File: src/hdl/sfdg_pkg.sv
// Shared constants and types for the servo feedback deframer guard.
package sfdg_pkg;

    // Frame layout
    localparam int MOTOR_COUNT = 7;
    localparam int MOTOR_W     = 3;
    localparam int ROW_W       = 48;

    localparam logic [7:0] HDR_FIRST  = 8'h86;
    localparam logic [7:0] HDR_SECOND = 8'hC2;

    // Configuration register indexes
    localparam logic [1:0] CFG_TORQUE_TRIP    = 2'd0;
    localparam logic [1:0] CFG_TORQUE_RELEASE = 2'd1;
    localparam logic [1:0] CFG_POS_UPPER      = 2'd2;
    localparam logic [1:0] CFG_POS_LOWER      = 2'd3;

    // Configuration reset values
    localparam logic [15:0]        TRIP_RESET      = 16'd1500;
    localparam logic [15:0]        REL_RESET       = 16'd50;
    localparam logic signed [15:0] POS_UPPER_RESET = 16'sd8;
    localparam logic signed [15:0] POS_LOWER_RESET = -16'sd2888;

    typedef logic [MOTOR_W-1:0] t_motor;

    typedef struct packed {
        logic [15:0]        trip_level;
        logic [15:0]        rel_level;
        logic signed [15:0] pos_upper;
        logic signed [15:0] pos_lower;
    } t_guard_cfg;

endpackage

File: src/hdl/servo_feedback_deframer_guard_core.sv
// Top level: byte deframer, double-banked motor rows and result drain.
//
// Input channel: one stream byte per beat on i_rx_byte (i_valid / o_ready).
// Bytes are dropped until the header 0x86 0xC2; the next 2 + 6*MOTOR_COUNT
// bytes carry status, mode and per motor big-endian position, velocity and
// torque. A byte is taken every cycle while o_ready is high.
// Output channel (o_valid / i_ready): after the last byte of a frame, one
// beat per motor, motor 0 first, last_of_frame set on the gripper beat. The
// first result becomes valid once the final byte has set the drain flag and
// the first row is loaded into the output register; the rest follow one per
// cycle while the receiver takes them.
// Motor rows are kept in two banks, so the next frame fills one bank while
// the previous one drains from the other. o_ready drops only when the final
// byte of a frame arrives while the prior frame has not finished draining;
// otherwise a receiver stall never holds up the byte stream.
// Configuration is a plain write port (i_cfg_we, i_cfg_addr, i_cfg_wdata);
// the user must write it only while the block is idle; the block does not enforce this.
// Reset (synchronous, active low) returns to header hunting, clears both
// safety flags, empties the output and loads the default thresholds.
module servo_feedback_deframer_guard_core (
    input  logic                 i_clk,
    input  logic                 i_rst_n,
    input  logic                 i_valid,
    output logic                 o_ready,
    input  logic [7:0]           i_rx_byte,
    output logic                 o_valid,
    input  logic                 i_ready,
    output logic [2:0]           o_motor_index,
    output logic [7:0]           o_arm_status,
    output logic [7:0]           o_arm_mode,
    output logic signed [15:0]   o_position_milli,
    output logic signed [15:0]   o_velocity_milli,
    output logic signed [15:0]   o_torque_milli,
    output logic                 o_torque_fault,
    output logic                 o_position_fault,
    output logic                 o_last_of_frame,
    input  logic                 i_cfg_we,
    input  logic [1:0]           i_cfg_addr,
    input  logic [15:0]          i_cfg_wdata
);

    // Deframer phases
    localparam logic [2:0] PH_HUNT = 3'd0;
    localparam logic [2:0] PH_HALF = 3'd1;
    localparam logic [2:0] PH_STAT = 3'd2;
    localparam logic [2:0] PH_MODE = 3'd3;
    localparam logic [2:0] PH_DATA = 3'd4;

    localparam sfdg_pkg::t_motor LAST_MOTOR =
        sfdg_pkg::t_motor'(sfdg_pkg::MOTOR_COUNT - 1);

    // Configuration
    sfdg_pkg::t_guard_cfg r_cfg;

    // Deframer state
    logic [2:0]        r_phase;
    logic [2:0]        n_phase;
    sfdg_pkg::t_motor  r_motor;
    sfdg_pkg::t_motor  n_motor;
    logic [2:0]        r_off;
    logic [2:0]        n_off;
    logic [39:0]       r_acc;
    logic              r_wbank;
    logic              r_rbank;

    // Frame storage, two banks
    logic [sfdg_pkg::ROW_W-1:0] r_rows [0:1][0:sfdg_pkg::MOTOR_COUNT-1];
    logic [7:0]                 r_status [0:1];
    logic [7:0]                 r_mode   [0:1];

    // Drain state
    logic              r_draining;
    sfdg_pkg::t_motor  r_drain_idx;
    logic              r_out_valid;

    logic              in_fire;
    logic              final_byte;
    logic              frame_done;
    logic              row_wr;
    logic              out_load;
    logic              drain_last;
    logic              guard_torque_fault;
    logic              guard_position_fault;
    logic [sfdg_pkg::ROW_W-1:0] row_rd;

    assign final_byte = (r_phase == PH_DATA) && (r_motor == LAST_MOTOR) && (r_off == 3'd5);
    assign o_ready    = !(r_draining && final_byte);
    assign in_fire    = i_valid && o_ready;
    assign frame_done = in_fire && final_byte;
    assign row_wr     = in_fire && (r_phase == PH_DATA) && (r_off == 3'd5);

    // Configuration writes
    always_ff @(posedge i_clk) begin
        if (!i_rst_n) begin
            r_cfg.trip_level <= sfdg_pkg::TRIP_RESET;
            r_cfg.rel_level  <= sfdg_pkg::REL_RESET;
            r_cfg.pos_upper  <= sfdg_pkg::POS_UPPER_RESET;
            r_cfg.pos_lower  <= sfdg_pkg::POS_LOWER_RESET;
        end else if (i_cfg_we) begin
            case (i_cfg_addr)
                sfdg_pkg::CFG_TORQUE_TRIP:    r_cfg.trip_level <= i_cfg_wdata;
                sfdg_pkg::CFG_TORQUE_RELEASE: r_cfg.rel_level  <= i_cfg_wdata;
                sfdg_pkg::CFG_POS_UPPER:      r_cfg.pos_upper  <= $signed(i_cfg_wdata);
                sfdg_pkg::CFG_POS_LOWER:      r_cfg.pos_lower  <= $signed(i_cfg_wdata);
                default: begin
                end
            endcase
        end
    end

    // Header hunt and byte position tracking
    always_comb begin
        n_phase = r_phase;
        n_motor = r_motor;
        n_off   = r_off;
        case (r_phase)
            PH_HUNT: begin
                n_phase = (i_rx_byte == sfdg_pkg::HDR_FIRST) ? PH_HALF : PH_HUNT;
            end
            PH_HALF: begin
                if (i_rx_byte == sfdg_pkg::HDR_SECOND) begin
                    n_phase = PH_STAT;
                end else if (i_rx_byte != sfdg_pkg::HDR_FIRST) begin
                    n_phase = PH_HUNT;
                end
            end
            PH_STAT: begin
                n_phase = PH_MODE;
            end
            PH_MODE: begin
                n_phase = PH_DATA;
                n_motor = '0;
                n_off   = 3'd0;
            end
            PH_DATA: begin
                if (r_off == 3'd5) begin
                    n_off = 3'd0;
                    if (r_motor == LAST_MOTOR) begin
                        n_phase = PH_HUNT;
                        n_motor = '0;
                    end else begin
                        n_motor = r_motor + 1'b1;
                    end
                end else begin
                    n_off = r_off + 3'd1;
                end
            end
            default: begin
                n_phase = (i_rx_byte == sfdg_pkg::HDR_FIRST) ? PH_HALF : PH_HUNT;
            end
        endcase
    end

    always_ff @(posedge i_clk) begin
        if (!i_rst_n) begin
            r_phase <= PH_HUNT;
            r_motor <= '0;
            r_off   <= 3'd0;
            r_wbank <= 1'b0;
            r_rbank <= 1'b0;
        end else if (in_fire) begin
            r_phase <= n_phase;
            r_motor <= n_motor;
            r_off   <= n_off;
            // Flip banks at frame end; drain the one just filled
            if (final_byte) begin
                r_wbank <= ~r_wbank;
                r_rbank <= r_wbank;
            end
        end
    end

    // Assemble row bytes and store status, mode and completed rows
    always_ff @(posedge i_clk) begin
        if (in_fire && (r_phase == PH_DATA)) begin
            r_acc <= {r_acc[31:0], i_rx_byte};
        end
        if (in_fire && (r_phase == PH_STAT)) begin
            r_status[r_wbank] <= i_rx_byte;
        end
        if (in_fire && (r_phase == PH_MODE)) begin
            r_mode[r_wbank] <= i_rx_byte;
        end
        if (row_wr) begin
            r_rows[r_wbank][r_motor] <= {r_acc, i_rx_byte};
        end
    end

    // Gripper flags, updated on the final byte
    sfdg_guard u_guard (
        .i_clk            (i_clk),
        .i_rst_n          (i_rst_n),
        .i_cfg            (r_cfg),
        .i_update         (frame_done),
        .i_gpos           ($signed(r_acc[39:24])),
        .i_gtor           ($signed({r_acc[7:0], i_rx_byte})),
        .o_torque_fault   (guard_torque_fault),
        .o_position_fault (guard_position_fault)
    );

    // Drain one motor per beat into the output register
    assign out_load   = r_draining && (!r_out_valid || i_ready);
    assign drain_last = (r_drain_idx == LAST_MOTOR);
    assign row_rd     = r_rows[r_rbank][r_drain_idx];

    always_ff @(posedge i_clk) begin
        if (!i_rst_n) begin
            r_draining  <= 1'b0;
            r_drain_idx <= '0;
            r_out_valid <= 1'b0;
        end else begin
            if (frame_done) begin
                r_draining  <= 1'b1;
                r_drain_idx <= '0;
            end else if (out_load) begin
                if (drain_last) begin
                    r_draining  <= 1'b0;
                    r_drain_idx <= '0;
                end else begin
                    r_drain_idx <= r_drain_idx + 1'b1;
                end
            end
            if (out_load) begin
                r_out_valid <= 1'b1;
            end else if (i_ready) begin
                r_out_valid <= 1'b0;
            end
        end
    end

    // Output payload, no reset; flags travel with the beat they belong to
    always_ff @(posedge i_clk) begin
        if (out_load) begin
            o_motor_index    <= r_drain_idx;
            o_arm_status     <= r_status[r_rbank];
            o_arm_mode       <= r_mode[r_rbank];
            o_position_milli <= $signed(row_rd[47:32]);
            o_velocity_milli <= $signed(row_rd[31:16]);
            o_torque_milli   <= $signed(row_rd[15:0]);
            o_torque_fault   <= guard_torque_fault;
            o_position_fault <= guard_position_fault;
            o_last_of_frame  <= drain_last;
        end
    end

    assign o_valid = r_out_valid;

endmodule

File: src/hdl/sfdg_guard.sv
// Gripper safety flags: torque hysteresis and position window check.
module sfdg_guard (
    input  logic                    i_clk,
    input  logic                    i_rst_n,
    input  sfdg_pkg::t_guard_cfg    i_cfg,
    input  logic                    i_update,
    input  logic signed [15:0]      i_gpos,
    input  logic signed [15:0]      i_gtor,
    output logic                    o_torque_fault,
    output logic                    o_position_fault
);

    logic [16:0] tor_ext;
    logic [16:0] tor_mag;
    logic        trip_hit;
    logic        rel_hit;
    logic        n_torque_flag;
    logic        n_position_flag;
    logic        r_torque_flag;
    logic        r_position_flag;

    // Magnitude of gripper torque, one bit wider so -32768 fits
    assign tor_ext  = {i_gtor[15], i_gtor};
    assign tor_mag  = i_gtor[15] ? (~tor_ext + 17'd1) : tor_ext;
    assign trip_hit = tor_mag > {1'b0, i_cfg.trip_level};
    assign rel_hit  = tor_mag < {1'b0, i_cfg.rel_level};

    // Setting wins over clearing; between the levels hold
    always_comb begin
        n_torque_flag = r_torque_flag;
        if (trip_hit) begin
            n_torque_flag = 1'b1;
        end else if (rel_hit) begin
            n_torque_flag = 1'b0;
        end
        n_position_flag = (i_gpos > i_cfg.pos_upper) || (i_gpos < i_cfg.pos_lower);
    end

    always_ff @(posedge i_clk) begin
        if (!i_rst_n) begin
            r_torque_flag   <= 1'b0;
            r_position_flag <= 1'b0;
        end else if (i_update) begin
            r_torque_flag   <= n_torque_flag;
            r_position_flag <= n_position_flag;
        end
    end

    assign o_torque_fault   = r_torque_flag;
    assign o_position_fault = r_position_flag;

endmodule
File: config.mk
export PLATFORM = sky130hd
export DESIGN_NAME = servo_feedback_deframer_guard_core
export DESIGN_NICKNAME = d
export VERILOG_FILES = /design/src/hdl/sfdg_pkg.sv /design/src/hdl/servo_feedback_deframer_guard_core.sv /design/src/hdl/sfdg_guard.sv
export SDC_FILE = /design/constraint.sdc
export NUM_CORES = 1
export LEC_CHECK = 0
export BUFFER_PORTS_ARGS = -buffer_cell sky130_fd_sc_hd__buf_4
export CORE_MARGIN = 3
export CORE_UTILIZATION = 60
export DETAILED_ROUTE_END_ITERATION = 10
export MAX_ROUTING_LAYER = met4
export PLACE_DENSITY = 0.87
export SLEW_MARGIN = 0
export SYNTH_ARGS = -nofsm -noshare
export SYNTH_HDL_FRONTEND = slang
export SYNTH_SLANG_ARGS = --single-unit
File: constraint.sdc
create_clock -name i_clk -period 12 [get_ports i_clk]
set_input_delay 3 -clock i_clk [delete_from_list [all_inputs] [get_ports i_clk]]
set_output_delay 3 -clock i_clk [all_outputs]
set_load 0.05 [all_outputs]
; After elaboration in Yosys (flattened, before gate mapping)
; Memory sizes are Yosys's and may differ from the RTL's. A register that Yosys moved wholly into a read port is not among the register bits.
; Cells that the tools add are included.
[word_totals]
reg_bits = 176
ramBits = 704
inputBits = 31
out_inout_bits = 72
wordCells = 122
memories = 3
[classes]
add_sub_neg = 4
order_cmp = 7
eq_ne = 16
muxes = 33
bitwise = 5
reduce_logical = 32
[mem_list]
columns = memory, depth, word_bits, read_ports, rd_clocked_by_memory_dff, wr, line
row1 = r_rows, 2, 336, 1, 1, 1, servo_feedback_deframer_guard_core.sv:67  ; logic [sfdg_pkg::ROW_W-1:0] r_rows [0:1][0:sfdg_pkg::MOTOR_COUNT-1];
row2 = r_mode, 2, 8, 1, 1, 1, servo_feedback_deframer_guard_core.sv:69  ; logic [7:0] r_mode [0:1];
row3 = r_status, 2, 8, 1, 1, 1, servo_feedback_deframer_guard_core.sv:68  ; logic [7:0] r_status [0:1];
[ops]
columns = operator, n
row1 = $mux 336, 1
row2 = $bmux 48 s3, 1
row3 = $demux 48 s3, 1
row4 = $mux 48, 3
row5 = $mux 3, 8
row6 = $add 17x1->17 const B, 1
row7 = $gt 17x16->1, 1
row8 = $lt 17x16->1, 1
row9 = $mux 17, 1
row10 = $not 17->17, 1
row11 = $eq 8x8->1 const B, 2
row12 = $gt 16x16->1, 1
row13 = $lt 16x16->1, 1
row14 = $reduce_and 2->1, 8
row15 = $mux 1, 15
row16 = $eq 3x3->1 const B, 4
row17 = $pmux 3 s2, 2
row18 = $pmux 3 s4, 1
row19 = $logic_and 1x1->1, 11
row20 = $reduce_bool 2->1, 5
row21 = $add 3x1->3 const B, 3
row22 = $ge 4x4->1 const B, 2
row23 = $ne 8x8->1 const B, 1
row24 = $not 3->4, 2
row25 = other kinds (14), 20

; Depth between registers and ports, before layout
; Gate-level depths: netlist of the first run.
[logic_depth]
depth_word = 10
ltp_mapped = 14
mapped_depth_nobuf = 14

; Modules after synthesis
; A second synthesis of the first run with hierarchy kept.
[hier_totals]
cells_unflattened = 2087
hier_area_um2 = 35280.1
[by_module_without_submodules]
columns = module, n_inst, cells_per_inst, area_each_um2, seq_area_each_um2
row1 = servo_feedback_deframer_guard_core, 1, 1818, 33350.7, 26065.0
row2 = sfdg_guard, 1, 269, 1929.4, 40.0

; Worst setup path after synthesis of the first run
; No wires, ideal clock.
[synth_timing]
path_type = input -> register
from = input i_valid
to = memory r_rows[0][100] (netlist bit) (enable)
t_arrival_ns = 7.655
t_required_ns = 11.427
path_slack_ns = 3.772
cell_stages = 2
path_buffers = 0
path_cell_list = nand3_1 -> nor4_1
[synth_via]
elab_chain_len = 5
[synth_lines]
columns = element, line
row1 = from (decl), servo_feedback_deframer_guard_core.sv:23  ; input logic i_valid,
row2 = $logic_and 1x1->1, servo_feedback_deframer_guard_core.sv:88  ; assign in_fire = i_valid && o_ready;
row3 = $logic_and 1x1->1 (2 in series), servo_feedback_deframer_guard_core.sv:90  ; assign row_wr = in_fire && (r_phase == PH_DATA) && (r_off == 3'd5);
row4 = $mux 1, servo_feedback_deframer_guard_core.sv:184  ; if (row_wr) begin
row5 = $mux 336 (not written as such), servo_feedback_deframer_guard_core.sv:185  ; r_rows[r_wbank][r_motor] <= {r_acc, i_rx_byte};
row6 = to (decl), servo_feedback_deframer_guard_core.sv:67
; No other way between the ends.

; Final worst setup path of the first run
[layout_timing]
from = input i_rx_byte[3]
to = register u_guard.r_torque_flag, in the netlist u_guard.o_torque_fault
[layout_via]
elab_chain_len = 6
[layout_lines]
columns = element, line
row1 = from (decl), servo_feedback_deframer_guard_core.sv:25  ; input logic [7:0] i_rx_byte,
row2 = $not 17->17, sfdg_guard.sv:24  ; assign tor_mag = i_gtor[15] ? (~tor_ext + 17'd1) : tor_ext;
row3 = $add 17x1->17, sfdg_guard.sv:24
row4 = $mux 17 (*), sfdg_guard.sv:24
row5 = $lt 17x16->1 / $gt 17x16->1 (equally long branches), "sfdg_guard.sv:26, sfdg_guard.sv:25"
row6 = $reduce_bool 2->1 (no line), --
row7 = $reduce_and 2->1 (no line), --
row8 = to (signal assigned), sfdg_guard.sv:44  ; r_torque_flag <= n_torque_flag;
row9 = to (decl), sfdg_guard.sv:19  ; logic r_torque_flag;
; Every way passes the cells marked *; elsewhere a longest branch is shown, timed or not.
; A chain may end at the register's enable or synchronous reset.

==> reports/results.tsv, run 1 <==
metric	value	unit
hold_viol	0	
path_delay_family	simple AND/OR/NAND/NOR gates	
synth_warnings	0	
leakagePower	0.0125	µW
clock_latency	650	ps
clock_path_buffers	3	
start_util	0.609	
cts_resized	0	
grt_most_used_layer	met2	
synth-edff-count	814	
place_area	36900	µm²
gr-total-overflow	0	
via_per_inst	6.51	
setup_violations	0	
cts_hold_buf	0	
use_met1	0.349	
die_area	61600	µm²
ant_nets	0	
design_area	39700	µm²
clk_pin_slew_worst_paths	70	ps
clkPwrFrac	0.442	
cts_tree	done	
status	completed	
use_met3	0.0567	
p_per_area	156	nW/µm²
dp_hpwl	41900	µm
globalRouteMet2Util	0.436	
synthToLayoutAreaGrowth	12.8	%
cts_root_buf	clkbuf_16	
grt_max_degree	130	
yosys-top-cells-count	edfxtp_1, nand2_1, mux2i_1, mux4_2, dfxtp_1	
drive_gt1_frac	0.180	
min_period_over_period	0.463	
timing.critical_path.to_type	flop	
p_int	4970	µW
hold_class	reg2reg	
cp-start-kind	input port	
relSlewSlack	0.247	
ys_top_cells_by_area	edfxtp_1, mux4_2, dfxtp_1, mux2i_1, ha_1	
rsz0062_at_grt	no	
syn-mean-instance-area	17.1	µm²
syn_area	35200	µm²
drt-initial-drc-count	2318	
fin_skew	25.8	ps
ys_seq_elements	897	
slowest_delay	490	ps
postCtsSetupRepairBufs	0	
combPwrFrac	0.012	
cts_htree_levels	3	
dp_cells	2853	
coreArea	57800	µm²
synthFlopType	edfxtp_1	
wl_per_cell	26.9	µm
critPathMaxFanout	22	
path_buf_inv	1	
pin_count	103	
synth_top_cell_by_area	edfxtp_1	
wl	81100	µm
tightest_slew	1130	ps
cts.sinks	897	
drcViolationCount	0	
io_buffer_count	102	
cap_violations	0	
layout.nets	2271	
slew_viol_final	0	
required	12510	ps
switching_share	0.196	
yosysMostFrequentCell	edfxtp_1	
synth_nets	2150	
finalSetupTns	0	ps
switchingPower	1210	µW
path_cells	buf_4 > nor2_1 > nand2_1 > or3_1 > or3_1 > nor4b_1 > ha_1 > nand3_1 > or3_1 > o311a_1 > o31ai_1 > o21ai_0	
antenna_found_initial	2	
cp.arrival	6070	ps
ys_seq_area_frac	0.742	
num_vias	19588	
ys_async_sr_fraction	0	
crit_top_cell	or3_1	
fp.dieH	248	µm
worstSetupPathType	in2reg	
max_freq	0.180	GHz
synthDominantCellAreaShare	0.695	
dieWidth	248	µm
final_cell_count_no_fill	3011	
power	6180	µW
dr.pass1.iters	5	
final_util	0.687	
grt_pass1_wl	121000	µm
place_congestion	0.832	
cts_buffers	86	
grt_usage	0.273	
post-route-min-period	5560	ps
grt_pass1_vias	20279	
irDropWorstVdd	0.147	mV
synthCells	2055	
seq_power_share	0.546	
synth_cell_types	60	
slowest_stage	nor4b_1	
rows	88	
## state kept, by name, summed over array words and instances, names as in the netlist, 16 cells and up, named ones only
register and count:
o_position_milli 16, o_torque_milli 16, o_velocity_milli 16, r_acc 40, r_cfg 64, r_mode 16
r_rows 672, r_status 16
## power by group through the flow
stage               clock (µW)  sequential (µW)  combinational, µW
global route              2870             3370               85.9
finish                    2730             3370               77.0
CTS                       2760             3370               76.3
floorplan                    0             3440               41.6
global placement             0             3440               71.4
detailed placement           0             3440               75.6
## routing by layer
metal / wire length, µm / up-vias
met5: 0 / -
met4: 2630 / 0
met3: 8120 / 211
met2: 40300 / 1197
met1: 30100 / 9837
li1: - / 8343
## placed cells by master (no fill, tap or decap), drive strengths merged, types with 64 or more instances in the layout
cell type and count:
edfxtp 814, nand2 185, mux2i 146, buf 134
clkbuf 104, mux4 96, dfxtp 83, inv 76
a21oi 72, o21ai 66, ha 64
## logic make-up (layout without fill, tap and decap cells)
| logic type | after synthesis | after routing | synth area share |
|---|---|---|---|
| AOI/OAI and AO/OA | 346 | 346 | 0.0648 |
| xor gates and xnor gates | 15 | 15 | 0.00373 |
| buffers and inverters | 172 | 362 | 0.0193 |
| and+or+nand+nor | 302 | 302 | 0.0391 |
| adders and majority gates | 64 | 64 | 0.0228 |
| muxes | 259 | 259 | 0.108 |
| other | 0 | 1 | 0 |
| DFF | 897 | 897 | 0.742 |
## worst paths after layout
check | startpoint | to | slack [ps] | cells past startpoint
hold reg to reg | u_guard.o_position_fault$_SDFFE_PN0P_ | o_position_fault$_DFFE_PP_ | 450 | 0
setup / recovery | i_rx_byte[3] | u_guard.o_torque_fault$_SDFFE_PN0P_ | 6440 | 12
hold / removal | u_guard.o_position_fault$_SDFFE_PN0P_ | o_position_fault$_DFFE_PP_ | 450 | 0
setup reg to reg | r_drain_idx[0]$_SDFFE_PP0P_ | o_position_milli[14]$_DFFE_PP_ | 7850 | 6
## layout make-up
type	instances	area (µm²)
diodes	1	2.50
clock buffers	104	2260
clock inverters	53	572
fillers	3459	18100
inverters	71	267
multi-input cells	986	8510
flip-flops and latches	897	26100
well taps	765	957
repair buffers	134	1020
## through the flow
stage | hold slack (ps) | setup WS, ps
after floorplan | 403 | 3770
after global placement | 426 | 5850
after detailed placement | 420 | 5830
after CTS | 454 | 6500
after global routing | 460 | 6190
final | 449 | 6440
No activity file was read; power rests on OpenSTA's default activity.
==> run 2: changes to the inputs <==
--- a/config.mk
+++ b/config.mk
@@ -5,12 +5,13 @@
 export SDC_FILE = /design/constraint.sdc
 export NUM_CORES = 1
 export LEC_CHECK = 0
+export ABC_AREA = 1
 export BUFFER_PORTS_ARGS = -buffer_cell sky130_fd_sc_hd__buf_4
 export CORE_MARGIN = 3
-export CORE_UTILIZATION = 60
+export CORE_UTILIZATION = 56
 export DETAILED_ROUTE_END_ITERATION = 10
 export MAX_ROUTING_LAYER = met4
-export PLACE_DENSITY = 0.87
+export PLACE_DENSITY = 0.86
 export SLEW_MARGIN = 0
 export SYNTH_ARGS = -nofsm -noshare
 export SYNTH_HDL_FRONTEND = slang
==> constraint.sdc (replaced) <==
create_clock -name i_clk -period 4.6 [get_ports i_clk]
set_input_delay 1.15 -clock i_clk [delete_from_list [all_inputs] [get_ports i_clk]]
set_output_delay 1.15 -clock i_clk [all_outputs]
set_load 0.05 [all_outputs]
==> reports/results.tsv, run 2 <==
metric	value	unit	change
status	completed		
slew_viol_final	0		unchanged
rsz0062_at_grt	no		
synth_mux_area_frac	0.000844		-0.108
syn_area	35600	µm²	+1.1%
grt_pass1_vias	23815		+17%
relSlewSlack	0.218		-0.0290
ys_seq_area_frac	0.734		-0.00796
tightest_slew	1170	ps	+47.6 ps
combPwrFrac	0.015		+0.003
synthCells	2815		+37%
cp.arrival	3960	ps	-2110 ps
grt_pass1_wl	133000	µm	+9.9%
hold_viol	0		unchanged
rows	91		+3.4%
synthFlopType	edfxtp_1		
synth_nets	2910		+35%
hold_class	reg2reg		
fin_skew	29.0	ps	+3.27 ps
yosys.area_share.adder	0.0225		-0.000244
synth-edff-count	814		unchanged
layout.nets	2993		+32%
yosysMostFrequentCell	edfxtp_1		
timing.critical_path.to_type	flop		
clkPwrFrac	0.444		+0.002
hold_slack	447	ps	-1.36 ps
wl_per_cell	23.1	µm	-14%
cts_htree_levels	3		unchanged
ys_top_cells_by_area	edfxtp_1, o21ai_0, dfxtp_1, nor2_1, nand2_1		
irDropWorstVdd	0.314	mV	+110%
cp-start-kind	flop		
cts_root_buf	clkbuf_16		
wl	88000	µm	+8.5%
final_common_cell	edfxtp_1		
switchingPower	3250	µW	+170%
cts_hold_buf	0		unchanged
mostFrequentLayoutCells	edfxtp_1, nor2_1, o21ai_0, nand2_1, inv_1		
setup_violations	0		unchanged
ant_nets	0		unchanged
largest_register	r_rows		
clk_pin_slew_worst_paths	60	ps	about the same
synth_compound_area_frac	0.118		+0.0529
synthToLayoutAreaGrowth	12.7	%	
cts_resized	0		unchanged
place_area	37200	µm²	+0.80%
finalSetupTns	0	ps	unchanged
reg2reg_depth	17		+11
yosys-top-cells-count	edfxtp_1, nor2_1, o21ai_0, nand2_1, inv_1		
ys_async_sr_fraction	0		unchanged
synth_cell_types	41		-32%
dieWidth	258	µm	+4.0%
fp.dieH	258	µm	+4.0%
grt_max_degree	204		+57%
drive_gt1_frac	0.104		-0.0766
seq_power_share	0.540		-0.006
pin_count	103		unchanged
worstSetupPathType	reg2reg		
p_per_area	407	nW/µm²	+160%
ys_seq_elements	897		unchanged
start_util	0.571		-0.0376
cts_buffers	87		+1.2%
synth_top_family_by_area	compound AO/OA/AOI/OAI gates		
leakagePower	0.0142	µW	+13%
yosys.area_share.simple	0.0828		+0.0437
cts_tree	done		
io_buffer_count	102		unchanged
postCtsSetupRepairBufs	0		unchanged
cts.sinks	897		unchanged
syn-mean-instance-area	12.6	µm²	-26%
top_regs	r_rows (672), r_cfg (64), r_acc (40)		
synth_top_cell_by_area	edfxtp_1		
cap_violations	0		unchanged
synth-xor-area-share	0.00345		-0.000286
dr.pass1.iters	6		+1
synth_warnings	0		unchanged
switching_share	0.199		+0.00270
dp_hpwl	47600	µm	+14%
insertedDiodeCount	0		-1
synthDominantCellAreaShare	0.687		-0.00745
antenna_found_initial	2		unchanged
grt_usage	0.268		-0.00554
critPathMaxFanout	24		+9.1%
hold_path_depth	0		unchanged
min_period_over_period	0.753		
largest_reg_flops	672		unchanged
drcViolationCount	0		unchanged
via_per_inst	6.24		-4.1%
p_int	13100	µW	+160%
design_area	40100	µm²	+0.95%
gr-total-overflow	0		unchanged
max_freq	0.289	GHz	
post-route-min-period	3460	ps	
drt-initial-drc-count	3475		+50%
coreArea	62300	µm²	+7.7%
die_area	66600	µm²	+8.1%
place_congestion	0.851		+2.3%
required	5100	ps	-7410 ps
num_vias	23728		+21%
clock_latency	650	ps	about the same
clock_path_buffers	3		unchanged
==> run 2: cell types whose count changed after synthesis, sizes merged, moves of 47 or more <==
cell,previous run,this run
o21ai,66,503
o22ai,50,97
nand2,185,258
inv,71,167
mux2i,146,3
nor2,30,444
a21boi,50,0
mux4,96,0
==> run 2: worst paths after layout <==
path                                               from                                   to  slack (ps)
setup reg to reg                     r_acc[7]$_DFFE_PP_  u_guard.o_torque_fault$_SDFFE_PN0P_        1140
setup / recovery                     r_acc[7]$_DFFE_PP_  u_guard.o_torque_fault$_SDFFE_PN0P_        1140
hold / removal    u_guard.o_position_fault$_SDFFE_PN0P_           o_position_fault$_DFFE_PP_         450
hold reg to reg   u_guard.o_position_fault$_SDFFE_PN0P_           o_position_fault$_DFFE_PP_         450
==> run 2: power by group through the flow <==
stage | registers [µW] | clock network [µW] | logic, µW
floorplan | 9000 | 0 | 148
global placement | 9000 | 0 | 235
detailed placement | 9000 | 0 | 248
CTS | 8820 | 7310 | 249
global route | 8820 | 7640 | 284
finish | 8820 | 7260 | 249
==> run 2: area by class of cell <==
class / count / area, µm²
clock buffer: 106 / 2320
clock inverter: 53 / 597
sequential: 897 / 26100
timing repair buffer: 145 / 1160
fill: 4114 / 22200
multi-input combinational: 1597 / 8200
inverter: 170 / 648
tap: 837 / 1050
==> run 2: kinds of logic (layout without fill, tap and decap cells) <==
family | after synthesis | count (layout)
AOI/OAI and AO/OA | 764 | 764
xor gates and xnor gates | 14 | 14
adders and majority gates | 64 | 64
buffers and inverters | 321 | 474
DFF | 897 | 897
muxes | 3 | 3
and+or+nand+nor | 752 | 752
==> run 2: critical path: stages (launching register included) <==
cell and delay [ps]:
edfxtp_1 920, inv_1 340, a21oi_1 300, a21oi_1 100, nand2_1 170, nor2_2 70, o21ai_0 100, xor2_1 130
ha_1 360, nand3_1 100, nor3_1 220, nand3b_1 110, nand3_1 90, nand2_1 70, nand2_1 80, nand2_1 50
nand2_1 50, a21oi_1 50
==> run 2: through the flow <==
step	setup slack, ps	instances	util	power, µW
3_3_place_gp	589	3646	0.597	9230
5_1_grt	795	3805	0.644	16700
2_1_floorplan	-226	2815	-	9140
4_1_cts	1190	3805	0.644	16400
6_report	1140	3805	0.644	16300
3_5_place_dp	570	3646	0.597	9250
==> run 2: per-layer routing <==
layer	track usage	up-vias	routed length, µm
li1	-	10358	-
met5	-	-	0
met4	0.120	0	3280
met3	0.0419	263	10000
met2	0.437	1659	43400
met1	0.335	11448	31400
